### src/rtl/core/vtp_pkg.sv
package vtp_pkg;

   localparam logic [2:0] MODE_BARS    = 3'd0;
   localparam logic [2:0] MODE_RAMP_H  = 3'd1;
   localparam logic [2:0] MODE_RAMP_V  = 3'd2;
   localparam logic [2:0] MODE_CHECKER = 3'd3;
   localparam logic [2:0] MODE_GREEN   = 3'd4;
   localparam logic [2:0] MODE_BOX     = 3'd5;

   localparam logic [1:0] CSR_PATTERN_MODE = 2'd0;
   localparam logic [1:0] CSR_FRAME_WIDTH  = 2'd1;
   localparam logic [1:0] CSR_FRAME_HEIGHT = 2'd2;

   localparam logic [1:0] SLOT_X0  = 2'd0;
   localparam logic [1:0] SLOT_X1  = 2'd1;
   localparam logic [1:0] SLOT_ROW = 2'd2;

   localparam logic [1:0] CH_LUMA0 = 2'd0;
   localparam logic [1:0] CH_LUMA1 = 2'd1;
   localparam logic [1:0] CH_U     = 2'd2;
   localparam logic [1:0] CH_V     = 2'd3;

   localparam int CSR_W        = 11;
   localparam int MIN_WIDTH    = 8;
   localparam int CHECK_SIZE   = 20;
   localparam int RECIP_1000   = 268436;
   localparam int RECIP_SHIFT  = 28;

   localparam logic [15:0] COLOUR_GREEN = 16'h07E0;
   localparam logic [15:0] COLOUR_RED   = 16'hF800;
   localparam logic [15:0] COLOUR_FIELD = 16'h0010;
   localparam logic [15:0] COLOUR_WHITE = 16'hFFFF;
   localparam logic [15:0] COLOUR_BLACK = 16'h0000;

   typedef struct packed {
      logic       accept_pair;
      logic       accept_tick;
      logic       div_load;
      logic       div_step;
      logic       div_last;
      logic [1:0] slot;
      logic       pix;
      logic       sum;
      logic       mul;
      logic       fin;
      logic [1:0] ch;
      logic       out_load;
   } vtp_cmd_type;

   typedef struct packed {
      logic out_free;
   } vtp_sts_type;

   function automatic logic [15:0] bar_colour(input logic [2:0] idx);
      logic [15:0] c;
      unique case (idx)
         3'd0: c = 16'hFFFF;
         3'd1: c = 16'hFFE0;
         3'd2: c = 16'h07FF;
         3'd3: c = 16'h07E0;
         3'd4: c = 16'hF81F;
         3'd5: c = 16'hF800;
         3'd6: c = 16'h001F;
         default: c = 16'h0000;
      endcase
      return c;
   endfunction

   function automatic logic [15:0] grey565(input logic [7:0] i);
      return {i[7:3], i[7:2], i[7:3]};
   endfunction

endpackage

### src/rtl/core/vtp_ctrl.sv
module vtp_ctrl
   import vtp_pkg::*;
(
   input  logic        clock,
   input  logic        reset,
   input  logic        req_valid,
   input  logic        req_func,
   input  vtp_sts_type sts,
   output logic        req_stall,
   output vtp_cmd_type cmd
);

   typedef enum logic [2:0] {
      ST_IDLE, ST_DLOAD, ST_DSTEP, ST_PIX, ST_SUM, ST_MUL, ST_FIN, ST_DONE
   } state_type;

   state_type  state_ff;
   logic [1:0] slot_ff;
   logic [2:0] bit_ff;
   logic [1:0] ch_ff;
   logic       accept;

   assign req_stall = reset || (state_ff != ST_IDLE);
   assign accept    = req_valid && !req_stall;

   always_comb begin
      cmd             = '0;
      cmd.slot        = slot_ff;
      cmd.ch          = ch_ff;
      cmd.accept_pair = accept && !req_func;
      cmd.accept_tick = accept && req_func;
      cmd.div_load    = (state_ff == ST_DLOAD);
      cmd.div_step    = (state_ff == ST_DSTEP);
      cmd.div_last    = (state_ff == ST_DSTEP) && (&bit_ff);
      cmd.pix         = (state_ff == ST_PIX);
      cmd.sum         = (state_ff == ST_SUM);
      cmd.mul         = (state_ff == ST_MUL);
      cmd.fin         = (state_ff == ST_FIN);
      cmd.out_load    = (state_ff == ST_DONE) && sts.out_free;
   end

   always_ff @(posedge clock) begin
      if (reset) begin
         state_ff <= ST_IDLE;
         slot_ff  <= SLOT_X0;
         bit_ff   <= '0;
         ch_ff    <= CH_LUMA0;
      end else begin
         unique case (state_ff)
            ST_IDLE: begin
               if (cmd.accept_pair) begin
                  state_ff <= ST_DLOAD;
                  slot_ff  <= SLOT_X0;
               end
            end
            ST_DLOAD: begin
               bit_ff   <= '0;
               state_ff <= ST_DSTEP;
            end
            ST_DSTEP: begin
               bit_ff <= bit_ff + 3'd1;
               if (&bit_ff) begin
                  if (slot_ff == SLOT_ROW) begin
                     state_ff <= ST_PIX;
                  end else begin
                     slot_ff  <= slot_ff + 2'd1;
                     state_ff <= ST_DLOAD;
                  end
               end
            end
            ST_PIX: begin
               ch_ff    <= CH_LUMA0;
               state_ff <= ST_SUM;
            end
            ST_SUM: state_ff <= ST_MUL;
            ST_MUL: state_ff <= ST_FIN;
            ST_FIN: begin
               if (ch_ff == CH_V) begin
                  state_ff <= ST_DONE;
               end else begin
                  ch_ff    <= ch_ff + 2'd1;
                  state_ff <= ST_SUM;
               end
            end
            ST_DONE: begin
               if (sts.out_free) begin
                  state_ff <= ST_IDLE;
               end
            end
            default: state_ff <= ST_IDLE;
         endcase
      end
   end

   a_pair_starts_div: assert property (@(posedge clock) disable iff (reset)
      cmd.accept_pair |=> (state_ff == ST_DLOAD) && (slot_ff == SLOT_X0))
      else $error("request did not start the first division");

   a_cmd_exclusive: assert property (@(posedge clock) disable iff (reset)
      $onehot0({cmd.accept_pair, cmd.accept_tick, cmd.div_load, cmd.div_step,
                cmd.pix, cmd.sum, cmd.mul, cmd.fin, cmd.out_load}))
      else $error("more than one datapath command at once");

endmodule

### src/rtl/core/vtp_dp.sv
module vtp_dp
   import vtp_pkg::*;
#(
   parameter int MAX_WIDTH     = 1024,
   parameter int MAX_HEIGHT    = 1024,
   parameter int BOX_SIZE      = 40,
   parameter int BOUNCE_WIDTH  = 320,
   parameter int BOUNCE_HEIGHT = 240
)
(
   input  logic              clock,
   input  logic              reset,
   input  vtp_cmd_type       cmd,
   output vtp_sts_type       sts,
   input  logic [2:0]        pattern_mode,
   input  logic [CSR_W-1:0]  frame_width,
   input  logic [CSR_W-1:0]  frame_height,
   input  logic              tick_even,
   input  logic              rsp_stall,
   output logic              rsp_valid,
   output logic [7:0]        rsp_luma_first,
   output logic [7:0]        rsp_chroma_blue,
   output logic [7:0]        rsp_luma_second,
   output logic [7:0]        rsp_chroma_red,
   output logic [15:0]       rsp_rgb_first,
   output logic [15:0]       rsp_rgb_second,
   output logic              rsp_line_end,
   output logic              rsp_frame_end
);

   localparam int XW   = $clog2(MAX_WIDTH);
   localparam int YW   = (MAX_HEIGHT > 1) ? $clog2(MAX_HEIGHT) : 1;
   localparam int WW   = $clog2(MAX_WIDTH + 1);
   localparam int HW   = $clog2(MAX_HEIGHT + 1);
   localparam int MW   = (WW > HW) ? WW : HW;
   localparam int CLW  = ((MW > CSR_W) ? MW : CSR_W) + 1;
   localparam int VW   = ((XW + 1) > YW) ? (XW + 1) : YW;
   localparam int DVW  = VW + 8;
   localparam int TW   = (DVW > (CLW + 8)) ? DVW : (CLW + 8);
   localparam int BLW  = $clog2(BOUNCE_WIDTH + 2);
   localparam int BTW  = $clog2(BOUNCE_HEIGHT + 2);
   localparam int BMW  = (BLW > BTW) ? BLW : BTW;
   localparam int CMW  = ((VW > BMW) ? VW : BMW) + 9;
   localparam int BOUND_X = BOUNCE_WIDTH - BOX_SIZE;
   localparam int BOUND_Y = BOUNCE_HEIGHT - BOX_SIZE;

   logic [CLW-1:0] w_c, h_c, fw_x, fh_x, col_adv, row_adv;
   logic [XW-1:0]  column_ff, x_now, x_ff;
   logic [YW-1:0]  row_ff, y_now, y_ff;
   logic           second_ff, le_ff, fe_ff;
   logic [BLW-1:0] box_left_ff, left_next;
   logic [BTW-1:0] box_top_ff, top_next;
   logic           box_moving_left_ff, box_moving_up_ff;

   logic [VW-1:0]  v_sel;
   logic [DVW-1:0] dividend;
   logic [CLW-1:0] divisor;
   logic           ramp;
   logic [TW-1:0]  rem_ff, dsr_ff;
   logic [7:0]     q_ff, q_next;
   logic           ge;
   logic [7:0]     quot_ff [3];

   logic [15:0]    pix0, pix1, p0_ff, p1_ff, psel;
   logic [2:0]     idx0, idx1;
   logic [CMW-1:0] cx0, cx1, cy, cl, ct;
   logic           in0, in1;
   logic [7:0]     r8, g8, b8;
   logic signed [19:0] rs, gs, bs, sum_in, sum_ff;
   logic [18:0]    mag;
   logic [37:0]    prod_ff;
   logic           neg_ff;
   logic [8:0]     q9;
   logic signed [10:0] fv;
   logic [7:0]     fclamp;
   logic [7:0]     yuv_ff [4];
   logic           rsp_valid_ff;

   // Frame size, clamped to the supported range.
   always_comb begin
      fw_x = CLW'(frame_width);
      fh_x = CLW'(frame_height);
      if (fw_x < CLW'(MIN_WIDTH)) begin
         w_c = CLW'(MIN_WIDTH);
      end else if (fw_x > CLW'(MAX_WIDTH)) begin
         w_c = CLW'(MAX_WIDTH);
      end else begin
         w_c = fw_x;
      end
      if (fh_x < CLW'(1)) begin
         h_c = CLW'(1);
      end else if (fh_x > CLW'(MAX_HEIGHT)) begin
         h_c = CLW'(MAX_HEIGHT);
      end else begin
         h_c = fh_x;
      end
      x_now   = (CLW'(column_ff) >= w_c) ? '0 : column_ff;
      y_now   = (CLW'(row_ff) >= h_c) ? '0 : row_ff;
      col_adv = CLW'(x_now) + CLW'(2);
      row_adv = CLW'(y_now) + CLW'(1);
   end

   always_comb begin
      left_next = box_moving_left_ff ? box_left_ff - BLW'(2) : box_left_ff + BLW'(2);
      top_next  = box_moving_up_ff ? box_top_ff - BTW'(2) : box_top_ff + BTW'(2);
   end

   // Raster position and box movement.
   always_ff @(posedge clock) begin
      if (reset) begin
         column_ff          <= '0;
         row_ff             <= '0;
         box_left_ff        <= '0;
         box_top_ff         <= '0;
         box_moving_left_ff <= 1'b0;
         box_moving_up_ff   <= 1'b0;
      end else begin
         if (cmd.accept_pair) begin
            if (col_adv >= w_c) begin
               column_ff <= '0;
               row_ff    <= (row_adv >= h_c) ? '0 : YW'(row_adv);
            end else begin
               column_ff <= XW'(col_adv);
               row_ff    <= y_now;
            end
         end
         if (cmd.accept_tick && tick_even) begin
            box_left_ff <= left_next;
            box_top_ff  <= top_next;
            if (left_next == '0 || int'(left_next) >= BOUND_X) begin
               box_moving_left_ff <= !box_moving_left_ff;
            end
            if (top_next == '0 || int'(top_next) >= BOUND_Y) begin
               box_moving_up_ff <= !box_moving_up_ff;
            end
         end
      end
   end

   always_ff @(posedge clock) begin
      if (cmd.accept_pair) begin
         x_ff      <= x_now;
         y_ff      <= y_now;
         second_ff <= (CLW'(x_now) + CLW'(1)) < w_c;
         le_ff     <= col_adv >= w_c;
         fe_ff     <= (col_adv >= w_c) && (row_adv >= h_c);
      end
   end

   // Divider operands: first pixel column, second pixel column, row.
   always_comb begin
      case (cmd.slot)
         SLOT_X0: v_sel = VW'(x_ff);
         SLOT_X1: v_sel = VW'(x_ff) + VW'(1);
         default: v_sel = VW'(y_ff);
      endcase
      ramp     = (pattern_mode == MODE_RAMP_H) || (pattern_mode == MODE_RAMP_V);
      dividend = ramp ? ((DVW'(v_sel) << 8) - DVW'(v_sel)) : DVW'(v_sel);
      unique case (pattern_mode)
         MODE_BARS:    divisor = (cmd.slot == SLOT_ROW) ? CLW'(CHECK_SIZE) : (w_c >> 3);
         MODE_RAMP_H:  divisor = w_c;
         MODE_RAMP_V:  divisor = h_c;
         MODE_CHECKER: divisor = CLW'(CHECK_SIZE);
         default:      divisor = CLW'(1);
      endcase
      ge     = rem_ff >= dsr_ff;
      q_next = {q_ff[6:0], ge};
   end

   always_ff @(posedge clock) begin
      if (cmd.div_load) begin
         rem_ff <= TW'(dividend);
         dsr_ff <= TW'(divisor) << 7;
         q_ff   <= '0;
      end else if (cmd.div_step) begin
         if (ge) begin
            rem_ff <= rem_ff - dsr_ff;
         end
         dsr_ff <= dsr_ff >> 1;
         q_ff   <= q_next;
      end
      if (cmd.div_last) begin
         case (cmd.slot)
            SLOT_X0: quot_ff[0] <= q_next;
            SLOT_X1: quot_ff[1] <= q_next;
            default: quot_ff[2] <= q_next;
         endcase
      end
   end

   // Pixel colours from the quotients, or from the box position in box mode.
   always_comb begin
      idx0 = (quot_ff[0] > 8'd7) ? 3'd7 : quot_ff[0][2:0];
      idx1 = (quot_ff[1] > 8'd7) ? 3'd7 : quot_ff[1][2:0];
      cx0  = CMW'(x_ff);
      cx1  = CMW'(x_ff) + CMW'(1);
      cy   = CMW'(y_ff);
      cl   = CMW'(box_left_ff);
      ct   = CMW'(box_top_ff);
      in0  = (cx0 >= cl) && (cx0 < cl + CMW'(BOX_SIZE)) &&
             (cy >= ct) && (cy < ct + CMW'(BOX_SIZE));
      in1  = (cx1 >= cl) && (cx1 < cl + CMW'(BOX_SIZE)) &&
             (cy >= ct) && (cy < ct + CMW'(BOX_SIZE));
      unique case (pattern_mode)
         MODE_BARS: begin
            pix0 = bar_colour(idx0);
            pix1 = bar_colour(idx1);
         end
         MODE_RAMP_H: begin
            pix0 = grey565(quot_ff[0]);
            pix1 = grey565(quot_ff[1]);
         end
         MODE_RAMP_V: begin
            pix0 = grey565(quot_ff[2]);
            pix1 = grey565(quot_ff[2]);
         end
         MODE_CHECKER: begin
            pix0 = (quot_ff[0][0] ^ quot_ff[2][0]) ? COLOUR_BLACK : COLOUR_WHITE;
            pix1 = (quot_ff[1][0] ^ quot_ff[2][0]) ? COLOUR_BLACK : COLOUR_WHITE;
         end
         MODE_GREEN: begin
            pix0 = COLOUR_GREEN;
            pix1 = COLOUR_GREEN;
         end
         MODE_BOX: begin
            pix0 = in0 ? COLOUR_RED : COLOUR_FIELD;
            pix1 = in1 ? COLOUR_RED : COLOUR_FIELD;
         end
         default: begin
            pix0 = COLOUR_BLACK;
            pix1 = COLOUR_BLACK;
         end
      endcase
   end

   always_ff @(posedge clock) begin
      if (cmd.pix) begin
         p0_ff <= pix0;
         p1_ff <= second_ff ? pix1 : pix0;
      end
   end

   // Colour conversion, one channel at a time: weighted sum, reciprocal
   // multiply for the division by 1000, then offset for chroma and clamp.
   always_comb begin
      psel = (cmd.ch == CH_LUMA1) ? p1_ff : p0_ff;
      r8   = {psel[15:11], psel[15:13]};
      g8   = {psel[10:5], psel[10:9]};
      b8   = {psel[4:0], psel[4:2]};
      rs   = signed'(20'(r8));
      gs   = signed'(20'(g8));
      bs   = signed'(20'(b8));
      case (cmd.ch)
         CH_U:    sum_in = 20'sd0 - 20'sd169 * rs - 20'sd331 * gs + 20'sd500 * bs;
         CH_V:    sum_in = 20'sd500 * rs - 20'sd419 * gs - 20'sd81 * bs;
         default: sum_in = 20'sd299 * rs + 20'sd587 * gs + 20'sd114 * bs;
      endcase
      mag = sum_ff[19] ? 19'(-sum_ff) : 19'(sum_ff);
      q9  = prod_ff[RECIP_SHIFT +: 9];
      fv  = neg_ff ? -signed'({2'b00, q9}) : signed'({2'b00, q9});
      if (cmd.ch == CH_U || cmd.ch == CH_V) begin
         fv = fv + 11'sd128;
      end
      if (fv < 11'sd0) begin
         fclamp = 8'd0;
      end else if (fv > 11'sd255) begin
         fclamp = 8'd255;
      end else begin
         fclamp = fv[7:0];
      end
   end

   always_ff @(posedge clock) begin
      if (cmd.sum) begin
         sum_ff <= sum_in;
      end
      if (cmd.mul) begin
         prod_ff <= 38'(mag) * 38'(RECIP_1000);
         neg_ff  <= sum_ff[19];
      end
      if (cmd.fin) begin
         yuv_ff[cmd.ch] <= fclamp;
      end
   end

   // Output register.
   assign sts.out_free = !rsp_valid_ff || !rsp_stall;
   assign rsp_valid    = rsp_valid_ff;

   always_ff @(posedge clock) begin
      if (reset) begin
         rsp_valid_ff <= 1'b0;
      end else if (cmd.out_load) begin
         rsp_valid_ff <= 1'b1;
      end else if (!rsp_stall) begin
         rsp_valid_ff <= 1'b0;
      end
   end

   always_ff @(posedge clock) begin
      if (cmd.out_load) begin
         rsp_luma_first  <= yuv_ff[CH_LUMA0];
         rsp_luma_second <= yuv_ff[CH_LUMA1];
         rsp_chroma_blue <= yuv_ff[CH_U];
         rsp_chroma_red  <= yuv_ff[CH_V];
         rsp_rgb_first   <= p0_ff;
         rsp_rgb_second  <= p1_ff;
         rsp_line_end    <= le_ff;
         rsp_frame_end   <= fe_ff;
      end
   end

   a_load_sets_valid: assert property (@(posedge clock) disable iff (reset)
      cmd.out_load |=> rsp_valid)
      else $error("loaded request result not presented");

   a_box_even: assert property (@(posedge clock) disable iff (reset)
      !box_left_ff[0] && !box_top_ff[0])
      else $error("box position left the even grid");

endmodule

### src/rtl/core/video_test_pattern_yuy2.sv
// An accepted pixel-pair request runs three 8-step divisions and a four-channel colour
// pass; new requests stall until its result is loaded into a free output register.
// A frame tick with an even frame number moves the box; ticks do not stall requests.
// The output register lets a new request in while a result waits to be taken.
// Synchronous reset sets mode 0, 320x240, raster position and box to zero.
module video_test_pattern_yuy2
   import vtp_pkg::*;
#(
   parameter int MAX_WIDTH     = 1024,
   parameter int MAX_HEIGHT    = 1024,
   parameter int BOX_SIZE      = 40,
   parameter int BOUNCE_WIDTH  = 320,
   parameter int BOUNCE_HEIGHT = 240
)
(
   input  logic              clock,
   input  logic              reset,
   input  logic              req_valid,
   output logic              req_stall,
   input  logic              req_func,
   input  logic [31:0]       req_frame_number,
   output logic              rsp_valid,
   input  logic              rsp_stall,
   output logic [7:0]        rsp_luma_first,
   output logic [7:0]        rsp_chroma_blue,
   output logic [7:0]        rsp_luma_second,
   output logic [7:0]        rsp_chroma_red,
   output logic [15:0]       rsp_rgb_first,
   output logic [15:0]       rsp_rgb_second,
   output logic              rsp_line_end,
   output logic              rsp_frame_end,
   input  logic              csr_write_enable,
   input  logic [1:0]        csr_index,
   input  logic [CSR_W-1:0]  csr_write_data
);

   logic [2:0]       pattern_mode_ff;
   logic [CSR_W-1:0] frame_width_ff;
   logic [CSR_W-1:0] frame_height_ff;
   vtp_cmd_type      cmd;
   vtp_sts_type      sts;

   always_ff @(posedge clock) begin
      if (reset) begin
         pattern_mode_ff <= MODE_BARS;
         frame_width_ff  <= CSR_W'(320);
         frame_height_ff <= CSR_W'(240);
      end else if (csr_write_enable) begin
         unique case (csr_index)
            CSR_PATTERN_MODE: pattern_mode_ff <= csr_write_data[2:0];
            CSR_FRAME_WIDTH:  frame_width_ff  <= csr_write_data;
            CSR_FRAME_HEIGHT: frame_height_ff <= csr_write_data;
            default: ;
         endcase
      end
   end

   vtp_ctrl u_ctrl (
      .clock     (clock),
      .reset     (reset),
      .req_valid (req_valid),
      .req_func  (req_func),
      .sts       (sts),
      .req_stall (req_stall),
      .cmd       (cmd)
   );

   vtp_dp #(
      .MAX_WIDTH     (MAX_WIDTH),
      .MAX_HEIGHT    (MAX_HEIGHT),
      .BOX_SIZE      (BOX_SIZE),
      .BOUNCE_WIDTH  (BOUNCE_WIDTH),
      .BOUNCE_HEIGHT (BOUNCE_HEIGHT)
   ) u_dp (
      .clock           (clock),
      .reset           (reset),
      .cmd             (cmd),
      .sts             (sts),
      .pattern_mode    (pattern_mode_ff),
      .frame_width     (frame_width_ff),
      .frame_height    (frame_height_ff),
      .tick_even       (!req_frame_number[0]),
      .rsp_stall       (rsp_stall),
      .rsp_valid       (rsp_valid),
      .rsp_luma_first  (rsp_luma_first),
      .rsp_chroma_blue (rsp_chroma_blue),
      .rsp_luma_second (rsp_luma_second),
      .rsp_chroma_red  (rsp_chroma_red),
      .rsp_rgb_first   (rsp_rgb_first),
      .rsp_rgb_second  (rsp_rgb_second),
      .rsp_line_end    (rsp_line_end),
      .rsp_frame_end   (rsp_frame_end)
   );

endmodule

### config.mk
export PLATFORM = sky130hd
export DESIGN_NAME = video_test_pattern_yuy2
export DESIGN_NICKNAME = d
export VERILOG_FILES = /design/src/rtl/core/vtp_pkg.sv /design/src/rtl/core/vtp_ctrl.sv /design/src/rtl/core/vtp_dp.sv /design/src/rtl/core/video_test_pattern_yuy2.sv
export SDC_FILE = /design/constraint.sdc
export NUM_CORES = 2
export LEC_CHECK = 0
export ABC_CLOCK_PERIOD_IN_PS = 9000
export BUFFER_PORTS_ARGS = -buffer_cell sky130_fd_sc_hd__buf_2
export CAP_MARGIN = 0
export CELL_PAD_IN_SITES_DETAIL_PLACEMENT = 1
export CELL_PAD_IN_SITES_GLOBAL_PLACEMENT = 2
export CORE_MARGIN = 3
export CORE_UTILIZATION = 25
export CTS_CLUSTER_SIZE = 12
export DETAILED_ROUTE_END_ITERATION = 7
export PLACE_DENSITY_LB_ADDON = 0.1
export SYNTH_ARGS = -nofsm -noshare
export SYNTH_HDL_FRONTEND = slang
export SYNTH_SLANG_ARGS = --single-unit
### constraint.sdc
create_clock -name clock -period 9 [get_ports clock]
set_input_delay 0.45 -clock clock [delete_from_list [all_inputs] [get_ports clock]]
set_output_delay 0.45 -clock clock [all_outputs]
set_load 0.005 [all_outputs]
== Yosys cells after proc, flatten, opt, wreduce, memory -nomap -nowiden ==
Memories as Yosys holds them, arrays and structs flattened. A register that Yosys moved wholly into a read port is not among the register bits.
Index checks and enable logic that the tools add are counted.
Operators by class
  add/sub/neg operators: 26
  multipliers: 10
  order comparisons: 22
  equality and inequality tests: 37
  muxes and demuxes: 70
  bitwise logic cells: 2
  reductions and logical operators: 53
Operators with widths (number)
  $pmux W16 S7: 2
  $pmux W16 S6: 2
  $mux W19: 7
  $mux W16: 6
  $mux W11: 6
  $add A20 B20 Y20: 3
  $sub A20 B20 Y20: 3
  $mul A9 B8 Y17 const A: 3
  $mux W10: 5
  $pmux W12 S4: 1
  $mul A7 B8 Y15 const A: 3
  $add A10 B1 Y11 const B: 4
  $lt A10 B20 Y1: 2
  $mux W8: 5
  $pmux W20 S2: 1
  $eq A3 B3 Y1 const B: 12
  $mul A19 B17 Y35 const B: 1
  $eq A3 B2 Y1 const B: 8
  $ge A12 B11 Y1: 2
  $pmux W3 S8: 1
  $ge A10 B11 Y1: 2
  $gt A11 B11 Y1 const B: 2
  $lt A11 B1 Y1 const B: 2
  $pmux W11 S2: 1
  55 further kinds: 136
Storage, ports and cells
  register bits: 266
  bits in writable memories: 56
  output and inout port bits: 68
  memories: 2
Memory list
  u_dp.yuv_ff: depth 4, width 8, read ports 4, clocked after Yosys merged registers in 4, write ports 1, RTL line vtp_dp.sv:76  | logic [7:0] yuv_ff [4];
  u_dp.quot_ff: depth 3, width 8, read ports 3, clocked after Yosys merged registers in 0, write ports 1, RTL line vtp_dp.sv:62  | logic [7:0] quot_ff [3];

== Logic depth before layout (Yosys ltp) ==
  word-level depth: 9
  gate-level depth with buffers: 32
  depth with buffers taken out: 31

== By module ==
From an unflattened synthesis, not the netlist that was laid out.
Second synthesis, totals
  cells, all modules: 3546
  area, all modules: 34405.5 µm²
Modules (own cells, without submodules)
  vtp_dp: instances 1, cells an instance 3359, area an instance 32711.4 µm², sequential area each 8147.8 µm²
  video_test_pattern_yuy2: instances 1, cells an instance 103, area an instance 1049.8 µm², sequential area each 500.5 µm²
  vtp_ctrl: instances 1, cells an instance 84, area an instance 644.4 µm², sequential area each 200.2 µm²

== Worst setup path after synthesis ==
No wires, ideal clock.
  path type: flip-flop to flip-flop
  start: register u_ctrl.ch_ff[1]
  end: register u_dp.sum_ff[15] (data pin)
  setup time: 0.261 ns
  data arrival time: 7.796 ns
  required time: 8.739 ns
  path slack: 0.943 ns
  cell stages (with the launch flop): 27
  clock period less this slack: 8.057 ns
  path through: dfxtp_1 > inv_1 > ha_1 > clkbuf_1 > mux2i_1 > inv_1 > fa_1 > inv_1 > fa_1 > fa_1 > fa_1 > inv_1 > ha_1 > inv_1 > a21oi_1 > o311a_1 > o21a_1 > or2_2 > fa_1 > inv_1 > ha_1 > and3_1 > and3_1 > or3_1 > a21oi_1 > xnor2_1 > a221o_1
Between the ends
  longest elaborated chain between the ends: 7
RTL lines
  start, declared: RTL line vtp_ctrl.sv:20  | logic [1:0] ch_ff;
  start signal, assigned: RTL line vtp_ctrl.sv:81  | ch_ff <= ch_ff + 2'd1;
  $eq A2 B1 Y1: RTL line vtp_dp.sv:246  | psel = (cmd.ch == CH_LUMA1) ? p1_ff : p0_ff;
  $mux W16: RTL line vtp_dp.sv:246
  $mul A8 B8 Y16: RTL line vtp_dp.sv:254  | CH_U: sum_in = 20'sd0 - 20'sd169 * rs - 20'sd331 * gs + 20'sd500 * bs;
  $sub A1 B20 Y20: RTL line vtp_dp.sv:254
  $sub A20 B20 Y20: RTL line vtp_dp.sv:254
  $add A20 B20 Y20: RTL line vtp_dp.sv:254
  $pmux W20 S2 (*): RTL line vtp_dp.sv:253  | case (cmd.ch)
  net u_dp.sum_in[15]: RTL line vtp_dp.sv:69  | logic signed [19:0] rs, gs, bs, sum_in, sum_ff;
  end signal, assigned: RTL line vtp_dp.sv:275  | sum_ff <= sum_in;
  end, declared: RTL line vtp_dp.sv:69
Mark *: on every way through the listed nets, which the timed path passes. The rest lies on a longest branch.
A chain may end at the register's enable or synchronous reset.

== Final worst setup path ==
Ends and elaborated chain as after synthesis.

==> out/results.tsv <==
stage	metric	value	unit
outcome	status	finished, final reports clean	
synthesis	synth_top_cells_by_area	ha_1 (24%), edfxtp_1 (21%), fa_1 (11%)	
timing	finalSetupTns	0	ns
grt	antenna_found_initial	6	
pwr	seqPwrFrac	43.0	%
synthesis	yosys.area.top_type_share	24.1	%
synthesis	synth_flop_cell	edfxtp_1	
detailed_routing	via_per_inst	4.62	
synthesis	synth_area_leader_cell	ha_1	
synthesis	yosys_register_bits	324	
critical_path	crit_path_max_incr_delay	0.54	ns
placement	port_buffers	87	
pwr	ir_drop	122	uV
synthesis	synth_area	0.0336	mm^2
detailed_routing	routedWlPerCell	20.9	um
synthesis	syn-num-nets	4388	
timing	hold_viol_final	0	
synthesis	synthDistinctLibCells	90	
pwr	pwr-share-clk	43.9	%
critical_path	r2r-end	u_dp.sum_ff[15]$_DFFE_PP_	
detailed_routing	first_pass_iters	7	
floorplanning	rows	133	
clock_network	cts_buffers	43	
synthesis	synth-edff-count	236	
timing	fin_crit	7.99	ns
job	drv_cap	0	
layout	drive_above_1_share	7.28	%
critical_path	rrSetupSlack	1.01	ns
layout	postLayoutCellArea	0.0379	mm^2
detailed_routing	drc	0	
detailed_routing	totalWireLength	113000	um
timing	drv_slew	0	
clock_network	postCtsHoldBufs	0	
critical_path	endpoint	u_dp.sum_ff[15]$_DFFE_PP_	
timing	skew	0.0185	ns
placement	place_congestion	0.839	
grt	track_usage	16.3	%
synthesis	syn_inst	3505	
pwr	powerDensity	101	mW/mm^2
critical_path	worstSetupPathType	flop to flop	
pwr	p_int	2.82	mW
floorplanning	ioPinCount	119	
layout	mostFrequentLayoutCells	ha_1 (648), inv_1 (500), nand2_1 (263)	
critical_path	crit_path_max_fanout	17	
layout	final_cells	5412	
floorplanning	core_area	0.133	mm^2
critical_path	cp.required	9.31	ns
placement	hpwl	95100	um
timing	finalSetupViolCount	0	
clock_network	ctsResizeCount	0	
pwr	total_power	3.83	mW
pwr	combPwrFrac	13.1	%
critical_path	ff2ff_path_depth	28	
timing	hold_ws	0.116	ns
grt	grt_pass1_vias	27287	
clock_network	clkSlewWorstSetupHoldPaths	0.06	ns
clock_network	cts_num_sinks	324	
pwr	p_leak	17.0	nW
placement	place_area	0.0365	mm^2
critical_path	cp_data_arrival_time	8.30	ns
detailed_routing	drt_iter0_markers	967	
clock_network	cts_buffer_depth	3	
pwr	switching_share	26.5	%
layout	layout_commonest_cell	ha_1	
clock_network	htreeDepth	2	
critical_path	crit_path_start	u_ctrl.ch_ff[1]$_SDFFE_PP0P_	
clock_network	cts_tree	done	
timing	rsz0062_at_grt	false	
layout	nNetsFinal	4509	
timing	max_slew_margin	27.2	%
detailed_routing	ant_nets	0	
placement	dp.cells	5336	
hold_path	min_from	csr_write_data[6]	
grt	grt_overflow	0	
critical_path	crit_path_frequent_cell	inv_1	
grt	grt_max_degree	54	
floorplanning	die_h	373	um
hold_path	hp-class	input pin to flop	
clock_network	insertion_delay	0.58	ns
clock_network	postCtsSetupBuffers	0	
timing	post-route-period-util	88.7	%
floorplanning	start_util	25.4	%
floorplanning	die_w	373	um
critical_path	crit_slowest_cell	fa_1	
timing	max_freq	125	MHz
critical_path	worstSetupStartpointType	flop	
synthesis	yosysWarningCount	0	
synthesis	ys_async_sr_fraction	0	%
grt	grt_pass1_wl	173000	um
synthesis	synth.yosys.seq_area_share	26.3	%
clock_network	cts_root_buf	clkbuf_16	
timing	tightest_slew	1.06	ns
synthesis	synth_area_per_cell	9.60	um^2
floorplanning	dieArea	0.139	mm^2
detailed_routing	vias	25002	
layout	area_growth	12.5	%
critical_path	regToRegStartpoint	u_ctrl.ch_ff[1]$_SDFFE_PP0P_	
critical_path	endpoint_kind	flop	
pwr	p_switching	1.02	mW
-- registers in the layout, summed over array words and instances, names as in the netlist, 16 cells and up --
name / count
u_dp.yuv_ff: 32
u_dp.quot_ff: 23
u_dp.rem_ff: 20
u_dp.sum_ff: 20
u_dp.dsr_ff: 18
u_dp.p0_ff: 16
u_dp.p1_ff: 16
u_dp.rsp_rgb_first: 16
u_dp.rsp_rgb_second: 16
-- routing by layer --
layer	wire [um]	vias up	track usage, %
li1	-	12457	-
met1	51400	12241	20.7
met2	56200	209	29.4
met3	1910	95	1.25
met4	3370	0	4.55
met5	0	-	0
-- stage by stage --
| stage | setup slack, ns | util, % |
|---|---|---|
| floorplan | 0.943 | - |
| global placement | 0.983 | 27.5 |
| detailed placement | 0.943 | 27.5 |
| CTS | 0.900 | 28.5 |
| global route | 0.379 | 28.5 |
| finish | 1.01 | 28.5 |
-- worst min path at each step --
stage,end,slack (ns),cells past startpoint
6_report,frame_width_ff[6]$_SDFFE_PP1P_,0.12,3
2_1_floorplan,rsp_chroma_blue[0]$_DFFE_PP_,0.40,0
3_5_place_dp,rsp_chroma_blue[6]$_DFFE_PP_,0.41,0
5_1_grt,frame_width_ff[8]$_SDFFE_PP1P_,0.11,3
4_1_cts,frame_width_ff[8]$_SDFFE_PP1P_,0.07,3
3_3_place_gp,rsp_luma_second[7]$_DFFE_PP_,0.40,0
-- cell type report --
| cell class | instances | area, um^2 |
|---|---|---|
| well taps | 1755 | 2200 |
| clock inverters | 17 | 193 |
| inverters | 504 | 1890 |
| flip-flops and latches | 324 | 8850 |
| clock buffers | 57 | 1180 |
| fillers | 15179 | 94800 |
| diodes | 2 | 5.00 |
| multi-input cells | 2609 | 22700 |
| repair buffers | 144 | 863 |
-- cells by family after synthesis --
kind of cell / count (synthesis) / share of synthesized area (%)
compound gates: 697 / 13.7
fa+ha+maj: 833 / 35.1
mux: 24 / 0.747
simple gates: 812 / 11.4
xor+xnor: 243 / 6.33
buf+inv: 572 / 6.44
flops: 324 / 26.3
-- synthesized netlist by cell type (all sizes together), types with 6 or more instances --
cell type and count:
a2111oi 9, a211oi 22, a21boi 12, a21o 55, a21oi 215, a221o 7
a221oi 12, a22o 11, a22oi 33, a31oi 18, and2 23, and3 17
buf 9, clkbuf 59, dfxtp 88, edfxtp 236, fa 184, ha 648
inv 501, mux2 9, mux2i 15, nand2 264, nand2b 39, nand3 59
nand3b 11, nand4 10, nor2 208, nor2b 37, nor3 61, nor4 13
o2111ai 10, o211ai 20, o21a 24, o21ai 132, o21bai 24, o22ai 18
o2bb2ai 10, o31ai 17, o41ai 6, or2 22, or3 21, or4 6
xnor2 165, xor2 78
-- worst max-delay path: cells and delay by family (launching register included) --
kind | cells | cell delay, ns
multiplexers | 1 | 0.44
AO/OA/AOI/OAI | 7 | 1.46
flip-flops | 1 | 0.32
buffers and inverters | 6 | 0.93
AND/OR/NAND/NOR | 4 | 0.88
XOR/XNOR | 2 | 0.34
adder cells (fa/ha/maj) | 8 | 3.34
-- power by group through the flow --
| stage | clock (mW) | sequential (mW) | combinational [mW] |
|---|---|---|---|
| after detailed placement | 0 | 1.68 | 0.514 |
| after global placement | 0 | 1.68 | 0.515 |
| after floorplan | 0 | 1.66 | 0.348 |
| final | 1.68 | 1.65 | 0.503 |
| after CTS | 1.76 | 1.65 | 0.518 |
| after global routing | 1.81 | 1.65 | 0.573 |
Note: power is estimated with default switching activity, not from simulation.
